`src/sv/lrfs_pkg.sv`:
```
// Package for the LCD rectangle fill byte sequencer.
// Holds the request, response and configuration types, the phase enum and panel constants.
// No dependencies; every other file imports it.
`default_nettype none

package lrfs_pkg;

   // Panel command bytes
   localparam logic [7:0] CMD_COLUMN_WINDOW = 8'h2A;
   localparam logic [7:0] CMD_ROW_WINDOW    = 8'h2B;
   localparam logic [7:0] CMD_MEMORY_WRITE  = 8'h2C;

   // Request opcodes
   localparam logic CMD_START = 1'b0;
   localparam logic CMD_PULL  = 1'b1;

   // Configuration register widths and reset values
   localparam int unsigned ROW_OFFSET_W  = 8;
   localparam int unsigned LIMIT_W       = 10;
   localparam int unsigned CSR_DATA_W    = 10;
   localparam int unsigned CSR_INDEX_W   = 2;
   localparam logic [ROW_OFFSET_W-1:0] ROW_OFFSET_RESET  = 8'd20;
   localparam logic [LIMIT_W-1:0]      LAST_COLUMN_RESET = 10'd239;
   localparam logic [LIMIT_W-1:0]      LAST_ROW_RESET    = 10'd279;

   localparam logic [15:0] COLOR_RESET = 16'hFFFF;

   typedef enum logic [CSR_INDEX_W-1:0] {
      CSR_ROW_OFFSET  = 2'd0,
      CSR_LAST_COLUMN = 2'd1,
      CSR_LAST_ROW    = 2'd2
   } csr_reg_type;

   typedef enum logic [3:0] {
      PH_COL_CMD = 4'd0,
      PH_COL_P0  = 4'd1,
      PH_COL_P1  = 4'd2,
      PH_COL_P2  = 4'd3,
      PH_COL_P3  = 4'd4,
      PH_ROW_CMD = 4'd5,
      PH_ROW_P0  = 4'd6,
      PH_ROW_P1  = 4'd7,
      PH_ROW_P2  = 4'd8,
      PH_ROW_P3  = 4'd9,
      PH_MEM_CMD = 4'd10,
      PH_PIXEL   = 4'd11
   } phase_type;

   typedef struct packed {
      logic        cmd;
      logic [15:0] x_first;
      logic [15:0] y_first;
      logic [15:0] x_second;
      logic [15:0] y_second;
      logic [15:0] fill_color;
   } req_item_type;

   typedef struct packed {
      logic       valid_res;
      logic [7:0] byte_out;
      logic       is_data;
      logic       end_of_select;
      logic       last;
      logic       busy_res;
   } rsp_item_type;

   typedef struct packed {
      logic [ROW_OFFSET_W-1:0] row_offset;
      logic [LIMIT_W-1:0]      last_column;
      logic [LIMIT_W-1:0]      last_row;
   } cfg_type;

   function automatic logic [15:0] clamp_coord(input logic [15:0] v,
                                               input logic [LIMIT_W-1:0] lim);
      logic [15:0] lim_w;
      lim_w = 16'(lim);
      return (v > lim_w) ? lim_w : v;
   endfunction

endpackage

`default_nettype wire

```
`src/sv/lrfs_engine.sv`:
```
// Fill sequencer engine: window state, pixel counters and the byte for each step.
// Depends on lrfs_pkg. State advances only when the top level presents a request.
`default_nettype none

module lrfs_engine #(
   parameter int unsigned COORD_BITS = 10
) (
   input  logic                  clock,
   input  logic                  reset,
   input  logic                  step_en,
   input  lrfs_pkg::req_item_type item,
   input  lrfs_pkg::cfg_type      cfg,
   output lrfs_pkg::rsp_item_type result
);
   import lrfs_pkg::*;

   logic                  active_ff, active_in;
   phase_type             phase_ff, phase_in;
   logic [COORD_BITS-1:0] col_lo_ff, col_lo_in, col_hi_ff, col_hi_in;
   logic [COORD_BITS-1:0] row_lo_ff, row_lo_in, row_hi_ff, row_hi_in;
   logic [COORD_BITS-1:0] pixel_in_row_ff, pixel_in_row_in;
   logic [COORD_BITS-1:0] rows_done_ff, rows_done_in;
   logic [15:0]           color_ff, color_in;
   logic                  low_byte_next_ff, low_byte_next_in;

   logic                  do_start, do_pull, in_pixels, fill_end;
   logic [15:0]           x_lo, x_hi, y_lo, y_hi;
   logic [15:0]           col_lo_c, col_hi_c, row_lo_c, row_hi_c;
   logic [COORD_BITS-1:0] width_m1, rows_m1;
   logic [16:0]           row_lo_sum, row_hi_sum;
   logic [15:0]           col_lo_w, col_hi_w;

   assign do_start  = (item.cmd == CMD_START) && !active_ff;
   assign do_pull   = (item.cmd == CMD_PULL) && active_ff;
   assign in_pixels = do_pull && (phase_ff == PH_PIXEL);

   // Put each corner pair in order
   assign x_lo = (item.x_second < item.x_first) ? item.x_second : item.x_first;
   assign x_hi = (item.x_second < item.x_first) ? item.x_first  : item.x_second;
   assign y_lo = (item.y_second < item.y_first) ? item.y_second : item.y_first;
   assign y_hi = (item.y_second < item.y_first) ? item.y_first  : item.y_second;

   assign col_lo_c = clamp_coord(x_lo, cfg.last_column);
   assign col_hi_c = clamp_coord(x_hi, cfg.last_column);
   assign row_lo_c = clamp_coord(y_lo, cfg.last_row);
   assign row_hi_c = clamp_coord(y_hi, cfg.last_row);

   assign width_m1 = col_hi_ff - col_lo_ff;
   assign rows_m1  = row_hi_ff - row_lo_ff;
   assign fill_end = in_pixels && low_byte_next_ff
                     && (pixel_in_row_ff >= width_m1) && (rows_done_ff >= rows_m1);

   assign col_lo_w   = 16'(col_lo_ff);
   assign col_hi_w   = 16'(col_hi_ff);
   assign row_lo_sum = 17'(row_lo_ff) + 17'(cfg.row_offset);
   assign row_hi_sum = 17'(row_hi_ff) + 17'(cfg.row_offset);

   // Next phase
   always_comb begin
      phase_in = phase_ff;
      if (do_start) begin
         phase_in = PH_COL_CMD;
      end else if (do_pull) begin
         case (phase_ff)
            PH_COL_CMD: phase_in = PH_COL_P0;
            PH_COL_P0:  phase_in = PH_COL_P1;
            PH_COL_P1:  phase_in = PH_COL_P2;
            PH_COL_P2:  phase_in = PH_COL_P3;
            PH_COL_P3:  phase_in = PH_ROW_CMD;
            PH_ROW_CMD: phase_in = PH_ROW_P0;
            PH_ROW_P0:  phase_in = PH_ROW_P1;
            PH_ROW_P1:  phase_in = PH_ROW_P2;
            PH_ROW_P2:  phase_in = PH_ROW_P3;
            PH_ROW_P3:  phase_in = PH_MEM_CMD;
            PH_MEM_CMD: phase_in = PH_PIXEL;
            PH_PIXEL:   phase_in = fill_end ? PH_COL_CMD : PH_PIXEL;
            default:    phase_in = PH_COL_CMD;
         endcase
      end
   end

   // Window, colour and pixel counters
   always_comb begin
      active_in        = active_ff;
      col_lo_in        = col_lo_ff;
      col_hi_in        = col_hi_ff;
      row_lo_in        = row_lo_ff;
      row_hi_in        = row_hi_ff;
      color_in         = color_ff;
      pixel_in_row_in  = pixel_in_row_ff;
      rows_done_in     = rows_done_ff;
      low_byte_next_in = low_byte_next_ff;
      if (do_start) begin
         active_in        = 1'b1;
         col_lo_in        = col_lo_c[COORD_BITS-1:0];
         col_hi_in        = col_hi_c[COORD_BITS-1:0];
         row_lo_in        = row_lo_c[COORD_BITS-1:0];
         row_hi_in        = row_hi_c[COORD_BITS-1:0];
         color_in         = item.fill_color;
         pixel_in_row_in  = '0;
         rows_done_in     = '0;
         low_byte_next_in = 1'b0;
      end else if (fill_end) begin
         active_in        = 1'b0;
         col_lo_in        = '0;
         col_hi_in        = '0;
         row_lo_in        = '0;
         row_hi_in        = '0;
         pixel_in_row_in  = '0;
         rows_done_in     = '0;
         low_byte_next_in = 1'b0;
      end else if (in_pixels) begin
         low_byte_next_in = !low_byte_next_ff;
         if (low_byte_next_ff) begin
            if (pixel_in_row_ff >= width_m1) begin
               pixel_in_row_in = '0;
               rows_done_in    = rows_done_ff + COORD_BITS'(1);
            end else begin
               pixel_in_row_in = pixel_in_row_ff + COORD_BITS'(1);
            end
         end
      end
   end

   // Result byte and flags
   always_comb begin
      result          = '0;
      result.busy_res = active_in;
      if (do_pull) begin
         result.valid_res = 1'b1;
         result.is_data   = 1'b1;
         case (phase_ff)
            PH_COL_CMD: begin
               result.byte_out      = CMD_COLUMN_WINDOW;
               result.is_data       = 1'b0;
               result.end_of_select = 1'b1;
            end
            PH_COL_P0: result.byte_out = col_lo_w[15:8];
            PH_COL_P1: result.byte_out = col_lo_w[7:0];
            PH_COL_P2: result.byte_out = col_hi_w[15:8];
            PH_COL_P3: begin
               result.byte_out      = col_hi_w[7:0];
               result.end_of_select = 1'b1;
            end
            PH_ROW_CMD: begin
               result.byte_out      = CMD_ROW_WINDOW;
               result.is_data       = 1'b0;
               result.end_of_select = 1'b1;
            end
            PH_ROW_P0: result.byte_out = row_lo_sum[15:8];
            PH_ROW_P1: result.byte_out = row_lo_sum[7:0];
            PH_ROW_P2: result.byte_out = row_hi_sum[15:8];
            PH_ROW_P3: begin
               result.byte_out      = row_hi_sum[7:0];
               result.end_of_select = 1'b1;
            end
            PH_MEM_CMD: begin
               result.byte_out      = CMD_MEMORY_WRITE;
               result.is_data       = 1'b0;
               result.end_of_select = 1'b1;
            end
            PH_PIXEL: begin
               result.byte_out      = low_byte_next_ff ? color_ff[7:0] : color_ff[15:8];
               result.end_of_select = fill_end;
               result.last          = fill_end;
            end
            default: result.byte_out = '0;
         endcase
      end
   end

   always_ff @(posedge clock) begin
      if (reset) begin
         active_ff        <= 1'b0;
         phase_ff         <= PH_COL_CMD;
         col_lo_ff        <= '0;
         col_hi_ff        <= '0;
         row_lo_ff        <= '0;
         row_hi_ff        <= '0;
         color_ff         <= COLOR_RESET;
         pixel_in_row_ff  <= '0;
         rows_done_ff     <= '0;
         low_byte_next_ff <= 1'b0;
      end else if (step_en) begin
         active_ff        <= active_in;
         phase_ff         <= phase_in;
         col_lo_ff        <= col_lo_in;
         col_hi_ff        <= col_hi_in;
         row_lo_ff        <= row_lo_in;
         row_hi_ff        <= row_hi_in;
         color_ff         <= color_in;
         pixel_in_row_ff  <= pixel_in_row_in;
         rows_done_ff     <= rows_done_in;
         low_byte_next_ff <= low_byte_next_in;
      end
   end

endmodule

`default_nettype wire

```
`src/sv/lcd_rect_fill_byte_sequencer_core.sv`:
```
// Top level of the LCD rectangle fill byte sequencer.
// Depends on lrfs_pkg and lrfs_engine; holds the request register, response register and CSRs.
//
//   channel   direction  handshake             payload
//   req_*     in         req_valid/req_stall   lrfs_pkg::req_item_type
//   rsp_*     out        rsp_valid/rsp_stall   lrfs_pkg::rsp_item_type
//   csr_*     in         csr_we                csr_index, csr_wdata
//
// One request a cycle while rsp_stall is low; every request gives exactly one response
// (request register, then response register), with the engine step between them.
// Synchronous reset loads the CSR defaults and leaves the sequencer idle.
// rsp_stall holds the response register, and reaches req_stall once the request
// register is full as well.
`default_nettype none

module lcd_rect_fill_byte_sequencer_core #(
   parameter int unsigned COORD_BITS = 10
) (
   input  logic                                      clock,
   input  logic                                      reset,
   input  logic                                      req_valid,
   output logic                                      req_stall,
   input  lrfs_pkg::req_item_type                    req_payload,
   output logic                                      rsp_valid,
   input  logic                                      rsp_stall,
   output lrfs_pkg::rsp_item_type                    rsp_payload,
   input  logic                                      csr_we,
   input  logic [lrfs_pkg::CSR_INDEX_W-1:0]          csr_index,
   input  logic [lrfs_pkg::CSR_DATA_W-1:0]           csr_wdata
);
   import lrfs_pkg::*;

   logic         req_valid_ff;
   req_item_type req_ff;
   logic         rsp_valid_ff;
   rsp_item_type rsp_ff;
   cfg_type      cfg_ff;
   rsp_item_type step_result;
   logic         advance;

   assign advance   = req_valid_ff && (!rsp_valid_ff || !rsp_stall);
   assign req_stall = req_valid_ff && !advance;

   assign rsp_valid   = rsp_valid_ff;
   assign rsp_payload = rsp_ff;

   always_ff @(posedge clock) begin
      if (reset) begin
         req_valid_ff <= 1'b0;
      end else if (!req_stall) begin
         req_valid_ff <= req_valid;
      end
   end

   always_ff @(posedge clock) begin
      if (!req_stall && req_valid) begin
         req_ff <= req_payload;
      end
   end

   always_ff @(posedge clock) begin
      if (reset) begin
         rsp_valid_ff <= 1'b0;
      end else if (advance) begin
         rsp_valid_ff <= 1'b1;
      end else if (!rsp_stall) begin
         rsp_valid_ff <= 1'b0;
      end
   end

   always_ff @(posedge clock) begin
      if (advance) begin
         rsp_ff <= step_result;
      end
   end

   always_ff @(posedge clock) begin
      if (reset) begin
         cfg_ff.row_offset  <= ROW_OFFSET_RESET;
         cfg_ff.last_column <= LAST_COLUMN_RESET;
         cfg_ff.last_row    <= LAST_ROW_RESET;
      end else if (csr_we) begin
         case (csr_index)
            CSR_ROW_OFFSET:  cfg_ff.row_offset  <= csr_wdata[ROW_OFFSET_W-1:0];
            CSR_LAST_COLUMN: cfg_ff.last_column <= csr_wdata[LIMIT_W-1:0];
            CSR_LAST_ROW:    cfg_ff.last_row    <= csr_wdata[LIMIT_W-1:0];
            default:         cfg_ff             <= cfg_ff;  // drop writes past the map
         endcase
      end
   end

   lrfs_engine #(
      .COORD_BITS (COORD_BITS)
   ) u_engine (
      .clock   (clock),
      .reset   (reset),
      .step_en (advance),
      .item    (req_ff),
      .cfg     (cfg_ff),
      .result  (step_result)
   );

endmodule

`default_nettype wire

```
`config.mk`:
```
export PLATFORM = sky130hd
export DESIGN_NAME = lcd_rect_fill_byte_sequencer_core
export DESIGN_NICKNAME = d
export VERILOG_FILES = /design/src/sv/lrfs_pkg.sv /design/src/sv/lrfs_engine.sv /design/src/sv/lcd_rect_fill_byte_sequencer_core.sv
export SDC_FILE = /design/constraint.sdc
export NUM_CORES = 1
export LEC_CHECK = 0
export ABC_AREA = 1
export BUFFER_PORTS_ARGS = -buffer_cell sky130_fd_sc_hd__buf_4
export CORE_MARGIN = 2
export CORE_UTILIZATION = 50
export CTS_CLUSTER_DIAMETER = 60
export DETAILED_ROUTE_END_ITERATION = 10
export PLACE_DENSITY = 0.72
export SLEW_MARGIN = 10
export SYNTH_ARGS = -nofsm -noshare
export SYNTH_HDL_FRONTEND = slang
export SYNTH_SLANG_ARGS = --single-unit
```
`constraint.sdc`:
```
create_clock -name clock -period 3.4 [get_ports clock]
set_input_delay 0.34 -clock clock [delete_from_list [all_inputs] [get_ports clock]]
set_output_delay 0.34 -clock clock [all_outputs]
set_load 0.02 [all_outputs]
```
==> flow_summary.ini, run 1 <==
[pwr]
finalPower_uw = 7290
power_density_mw_per_mm2 = 422
ir_drop_mv = 0.419
leakage_uw = 0.00779

[global_route]
grt_overflow = 0
grt_pass1_vias = 11100
grt_antenna_before_repair = 0
track_usage_pct = 24.8
grt_pass1_wl_um = 52800
grt_max_degree = 50

[synthesis]
post_synth_num_cell_types = 44
syn-cell-area_mm2 = 0.0124
synth_cells = 1588
synth_seq_cells = 206
synth-async-reset-ratio_pct = 0
synth_top_area_cell = edfxtp_1
synth.most_common_cell = nand2_1
synth_commonest_cells = 402 x nand2_1, 241 x inv_1, 145 x a21oi_1, 128 x ha_1, 112 x dfxtp_1
synth_area_per_cell_um2 = 7.82
synth_ff_type = dfxtp_1
synth_edf_count = 94
synth_seq_area_share_pct = 40.8
ys_top_cells_by_area = edfxtp_1 23%, dfxtp_1 18%, ha_1 13%
yosysWarnings = 0
synth_top_area_share_pct = 22.7
syn-num-nets = 1818

[timing]
setup_viol = 32
slew_violations = 0
clock.fmax_mhz = 280
setup_slack_ns = -0.166
min_period_ns = 3.57
rsz0062_at_grt = true
hold_viol_final = 0
worst_pin_slew_ns = 0.809
finalCritPeriodShare_pct = 105
relSlewSlack_pct = 45.9
fin_skew_ns = 0.0140

[layout]
num_antenna_cells = 0
drive_gt1_share_pct = 25.1
nNetsFinal = 2117
syn2layout_area_growth_pct = 39.1
finalInstanceArea_mm2 = 0.0173
nFillCells = 1823

[run]
max_cap_violations = 0

[place]
dp_slack_ns = -0.270
place_area_mm2 = 0.0140
globalplace.congestion = 0.916
place_hpwl_um = 23600
portBuffers = 112

[clock_tree]
cts_sinks = 206
insertion_delay_ns = 0.53
numCtsBuffers = 24
cts_tree = built
htree_levels = 1
path_clk_slew_ns = 0.06
clockBufferDepth = 3
cts_root_buf = clkbuf_16

[outcome]
violations = setup timing
status = finished with violations

[setup_path]
r2r_cells = 21
crit_slowest_cell = edfxtp_1
crit_path_cell_trace = ha_4 > a21oi_2 > o21ai_0 > a21oi_2 > nand2_4 > clkbuf_16 > o21ai_2 > inv_1 > ha_1 > nand2_1 > inv_2 > nand2_1 > nor2_2 > inv_1 > o21ai_2 > nand2_2 > nor2_4 > buf_6 > nand2_1 > nand3_1 > a21oi_1
cpMostUsedCell = nand2_1
cp_top_family = compound AO/OA/AOI/OAI gates
crit_path_start_kind = register
r2r_start = req_ff[25]
regToRegSetupSlack_ns = -0.17
crit_fanout = 7
end_kind = register
critical-path-max-stage-delay_ns = 0.48
path_class = register to register
path_buf_inv = 5
cp.required_ns = 3.79
arrival_ns = 3.95
rr_endpoint = u_engine.row_lo_ff[4]

[die]
start_util_pct = 50.9
core-area_mm2 = 0.0244
std_cell_rows = 57
die_h_um = 162
die_area_mm2 = 0.0261
die_x_um = 162
io_pins = 113

[route]
wl_per_cell_um = 16.7
via_per_inst = 5.41
drt_wl_total_um = 37100
drc = 0
drtIter0Drc = 967
vias = 12100
antenna_left = 0
drt-pass1-iter-count = 6

[hold_path]
whs_path_depth = 3
hp-class = primary input to register
min-delay-start = csr_wdata[8]
min_to = cfg_ff[8]
[cells by family (layout without fill, tap and decap cells)]
family	Yosys count	in the layout	synth area share [%]
buffers and inverters	281	597	8.71
xor gates and xnor gates	28	28	1.97
AOI/OAI and AO/OA	294	294	12.9
adders and majority gates	132	132	13.5
DFF	206	206	40.8
and+or+nand+nor	647	648	22.1
[routing by layer]
| metal | wire length (um) | track usage [%] | vias to the layer above |
|---|---|---|---|
| met5 | 0 | 0 | - |
| met4 | 1610 | 9.01 | 0 |
| met3 | 2070 | 3.24 | 121 |
| met2 | 18300 | 43.0 | 442 |
| met1 | 15200 | 31.9 | 5608 |
| li1 | - | - | 5895 |
[sequential cells by signal (all words and copies together), names as in the netlist, 13 cells and up]
| register | flops |
|---|---|
| rsp_payload | 13 |
| u_engine.color_ff | 16 |
| req_ff | 81 |
| cfg_ff | 28 |
[tightest hold or removal path, stage by stage]
cell,delay (ns)
buf_4,0.08
nand2_1,0.04
o211ai_1,0.07
[layout by cell type (no fill, tap or decap), types with 21 or more instances in the layout]
master / netlist / layout
dlygate4sd3_1: 0 / 81
inv_2: 4 / 25
nand3_1: 101 / 76
nor2_1: 81 / 70
a21oi_1: 145 / 120
o21ai_2: 0 / 27
dfxtp_1: 112 / 109
edfxtp_1: 94 / 94
nand2_2: 4 / 33
clkbuf_16: 0 / 30
o21ai_0: 96 / 47
a21oi_2: 2 / 27
ha_1: 128 / 104
o211ai_1: 21 / 21
inv_1: 241 / 217
ha_4: 0 / 24
nand2_1: 402 / 365
buf_4: 0 / 194
[what timing repair did]
action                                  in CTS  in global routing
resized for setup                           38                261
hold buffers                                81                  0
cloned                                       2                 13
pin swaps                                    8                 64
setup buffers                                5                 37
endpoints found under the hold margin       81                  0
endpoints found under the setup margin      58                 63
[layout make-up]
| type | count | area (um^2) | share of cell area (%) |
|---|---|---|---|
| Clock inverter | 14 | 113 | 0.652 |
| Sequential cell | 206 | 5070 | 29.3 |
| Clock buffer | 30 | 653 | 3.78 |
| Inverter | 247 | 933 | 5.40 |
| Tap cell | 324 | 405 | 2.35 |
| Timing Repair Buffer | 306 | 2780 | 16.1 |
| Multi-Input combinational cell | 1102 | 7320 | 42.4 |
[where the power goes]
group / internal [uW] / switching [uW] / total (uW) / leakage, uW
registers: 2720 / 81.1 / 2800 / 0.00183
logic: 904 / 1090 / 1990 / 0.00559
clock network: 1440 / 1050 / 2490 / 0.000371
total: 5070 / 2220 / 7290 / 0.00779
[worst max-delay path by stage]
stage                          start                     endpoint  depth (start not counted)
6_report                  req_ff[25]        u_engine.row_lo_ff[4]                         21
5_1_grt                   req_ff[33]        u_engine.col_hi_ff[3]                         25
4_1_cts        u_engine.col_hi_ff[0]        u_engine.col_hi_ff[8]                         24
3_5_place_dp   u_engine.col_hi_ff[0]  u_engine.pixel_in_row_ff[8]                         24
3_3_place_gp   u_engine.col_hi_ff[0]  u_engine.pixel_in_row_ff[8]                         24
2_1_floorplan             req_ff[25]        u_engine.row_lo_ff[0]                         20
[through the flow]
step / util (%) / setup TNS, ns / hold slack, ns / std cells
after floorplan: - / 0 / 0.424 / 1588
after global placement: 57.5 / -7.09 / 0.437 / 2048
after detailed placement: 57.5 / -11.45 / 0.443 / 2048
after CTS: 64.9 / -0.0111 / 0.0241 / 2180
after global routing: 70.8 / -12.32 / 0.0383 / 2229
final: 70.8 / -3.00 / 0.0392 / 2229
Note: power is estimated with default switching activity, not from simulation.
==> run 2, diff against run 1 <==
CTS_BUF_LIST = sky130_fd_sc_hd__clkbuf_8 sky130_fd_sc_hd__clkbuf_16   (was default)
CTS_CLUSTER_DIAMETER = default   (was 60)
PLACE_DENSITY = 0.69   (was 0.72)
clock period = 4.57 ns   (was 3.4 ns; I/O delays follow)
==> run 2 against run 1 <==
The flow now finishes without violations. Highest routed layer unchanged. Global-route usage decreased by 1.9 points. Sequential cell count stayed put. Largest cell class unchanged. Register-to-register slack gained 0.57 ns. Cell count fell by 8.4%. Power shrank 33%. Critical path depth fell by 1. Cell area decreased by 17%. Worst hold slack gained 0.060 ns. Clock power is 26% lower. Sequential share of layout area increased by 6.0 points.
==> flow_summary.ini, run 2 (synthesized netlist as in run 1, its figures left out) <==
[hold_path]
whs_path_depth = 1
min_to = req_ff[30]
hp-class = primary input to register
min-delay-start = req_payload[30]

[clock_tree]
numCtsBuffers = 24
hold_buffers = 0
htree_levels = 1
clockBufferDepth = 3
insertion_delay_ns = 0.53
post_cts_buffers = 0
path_clk_slew_ns = 0.06
cts_tree = built
cts_sinks = 206
cts_root_buf = clkbuf_16
cts_resized = 0

[global_route]
grt_max_degree = 53
gr-usage-met2_pct = 37.4
busiest_layer = met2
grt_pass1_vias = 10000
grt_overflow = 0
use_met1_pct = 31.1
track_usage_pct = 23.0
grt_pass1_wl_um = 48800
met3_usage_pct = 3.16
grt_antenna_before_repair = 0

[timing]
worst_hold_slack_ns = 0.0990
clock.fmax_mhz = 240
rsz0062_at_grt = false
slew_violations = 0
finalCritPeriodShare_pct = 91.1
fin_setup_tns_ns = 0
hold_viol_final = 0
min_period_ns = 4.16
relSlewSlack_pct = 31.5
setup_slack_ns = 0.407
worst_pin_slew_ns = 1.02
fin_skew_ns = 0.0159
setup_viol = 0

[layout]
nNetsFinal = 1929
num_antenna_cells = 0
syn2layout_area_growth_pct = 15.5
largest_register_ffs = 81
nFillCells = 2235
largest_register = req_ff
final_common_cell = nand2_1
final_cell_mix = 402 x nand2_1, 250 x inv_1, 145 x a21oi_1
drive_gt1_share_pct = 10.2
reg_top3 = req_ff (81), cfg_ff (28), u_engine.color_ff (16)

[die]
core-area_mm2 = 0.0244
die_x_um = 162
std_cell_rows = 57
die_area_mm2 = 0.0261
io_pins = 113
die_h_um = 162
start_util_pct = 50.9

[place]
dp_slack_ns = 0.494
portBuffers = 112
place_hpwl_um = 23600
globalplace.congestion = 0.927

[setup_path]
r2r_cells = 20
crit_slowest_cell = nor2_1
end_kind = register
arrival_ns = 4.54
crit_fanout = 42
critical-path-max-stage-delay_ns = 0.49
regToRegSetupSlack_ns = 0.41
r2r_start = req_ff[23]
crit_path_start_kind = register
cpMostUsedCell = nand2_1
crit_path_cell_trace = ha_1 > a21oi_1 > o21a_1 > nand2_1 > nand2_1 > nand2_2 > o21ai_0 > inv_1 > ha_1 > nand2_1 > inv_1 > nand2_1 > nor2_1 > inv_1 > o21ai_0 > nand2_1 > nor2_1 > nand2_1 > nand3_1 > a21oi_1
cp.required_ns = 4.95
path_class = register to register
path_buf_inv = 3
cp_top_family = simple AND/OR/NAND/NOR gates
rr_endpoint = u_engine.row_lo_ff[8]

[outcome]
status = finished clean

[pwr]
finalPower_uw = 4870
ir_drop_mv = 0.300
leakage_uw = 0.00672
power_density_mw_per_mm2 = 339

[route]
vias = 10700
drt_wl_total_um = 30300
via_per_inst = 5.25
drt-pass1-iter-count = 6
drtIter0Drc = 723
drc = 0
antenna_left = 0
wl_per_cell_um = 14.8

[run]
max_cap_violations = 0
run 2: changes by cell type in the layout (fill, tap and decap cells not counted), moves of 25 or more:
cell / previous run / this run
buf_4: 194 / 119
o21ai_0: 47 / 96
o21ai_2: 27 / 0
nand3_1: 76 / 101
dlygate4sd3_1: 81 / 0
nand2_1: 365 / 402
a21oi_2: 27 / 2
inv_1: 217 / 250
nand2_2: 33 / 4
a21oi_1: 120 / 145
run 2: final cells by class:
class / instances / area, um^2 / area share (%)
Sequential cell: 206 / 5060 / 35.3
Tap cell: 324 / 405 / 2.83
Clock buffer: 26 / 639 / 4.46
Multi-Input combinational cell: 1101 / 6280 / 43.8
Clock inverter: 18 / 136 / 0.950
Inverter: 247 / 928 / 6.47
Timing Repair Buffer: 119 / 893 / 6.23
run 2: per-layer routing:
| metal | up-vias | wire length, um |
|---|---|---|
| met3 | 73 | 1530 |
| li1 | 5510 | - |
| met1 | 4853 | 14000 |
| met5 | - | 0 |
| met2 | 272 | 13500 |
| met4 | 0 | 1240 |
run 2: stage by stage:
step | cells | area, um^2 | utilization (%)
after floorplan | 1588 | 12400 | -
after global placement | 1997 | 13600 | 55.7
after detailed placement | 1997 | 13600 | 55.7
after CTS | 2041 | 14400 | 58.8
after global routing | 2041 | 14400 | 58.8
final | 2041 | 14400 | 58.8
run 2: power by group:
group          switching, uW  internal, uW  leakage [uW]
Sequential              55.1          2030       0.00183
Clock                    730          1110      0.000419
Combinational            584           361       0.00447
run 2: worst max path at each step:
stage               startpoint                     to  slack [ns]  depth (start not counted)
floorplan           req_ff[25]  u_engine.row_lo_ff[0]        1.42                         20
global placement    req_ff[23]  u_engine.row_lo_ff[5]        0.55                         20
detailed placement  req_ff[25]  u_engine.row_lo_ff[8]        0.49                         19
CTS                 req_ff[25]  u_engine.row_lo_ff[8]        0.46                         19
global route        req_ff[25]  u_engine.row_hi_ff[1]        0.03                         18
finish              req_ff[23]  u_engine.row_lo_ff[8]        0.41                         20
run 2: worst register-to-register path, stage by stage, from the launching register on:
cell      delay [ns]
edfxtp_1        0.41
ha_1            0.33
a21oi_1         0.13
o21a_1          0.14
nand2_1         0.09
nand2_1         0.17
nand2_2         0.36
o21ai_0         0.44
inv_1           0.08
ha_1            0.31
nand2_1         0.07
inv_1           0.05
nand2_1         0.04
nor2_1          0.16
inv_1           0.06
o21ai_0         0.28
nand2_1         0.10
nor2_1          0.49
nand2_1         0.12
nand3_1         0.12
a21oi_1         0.07
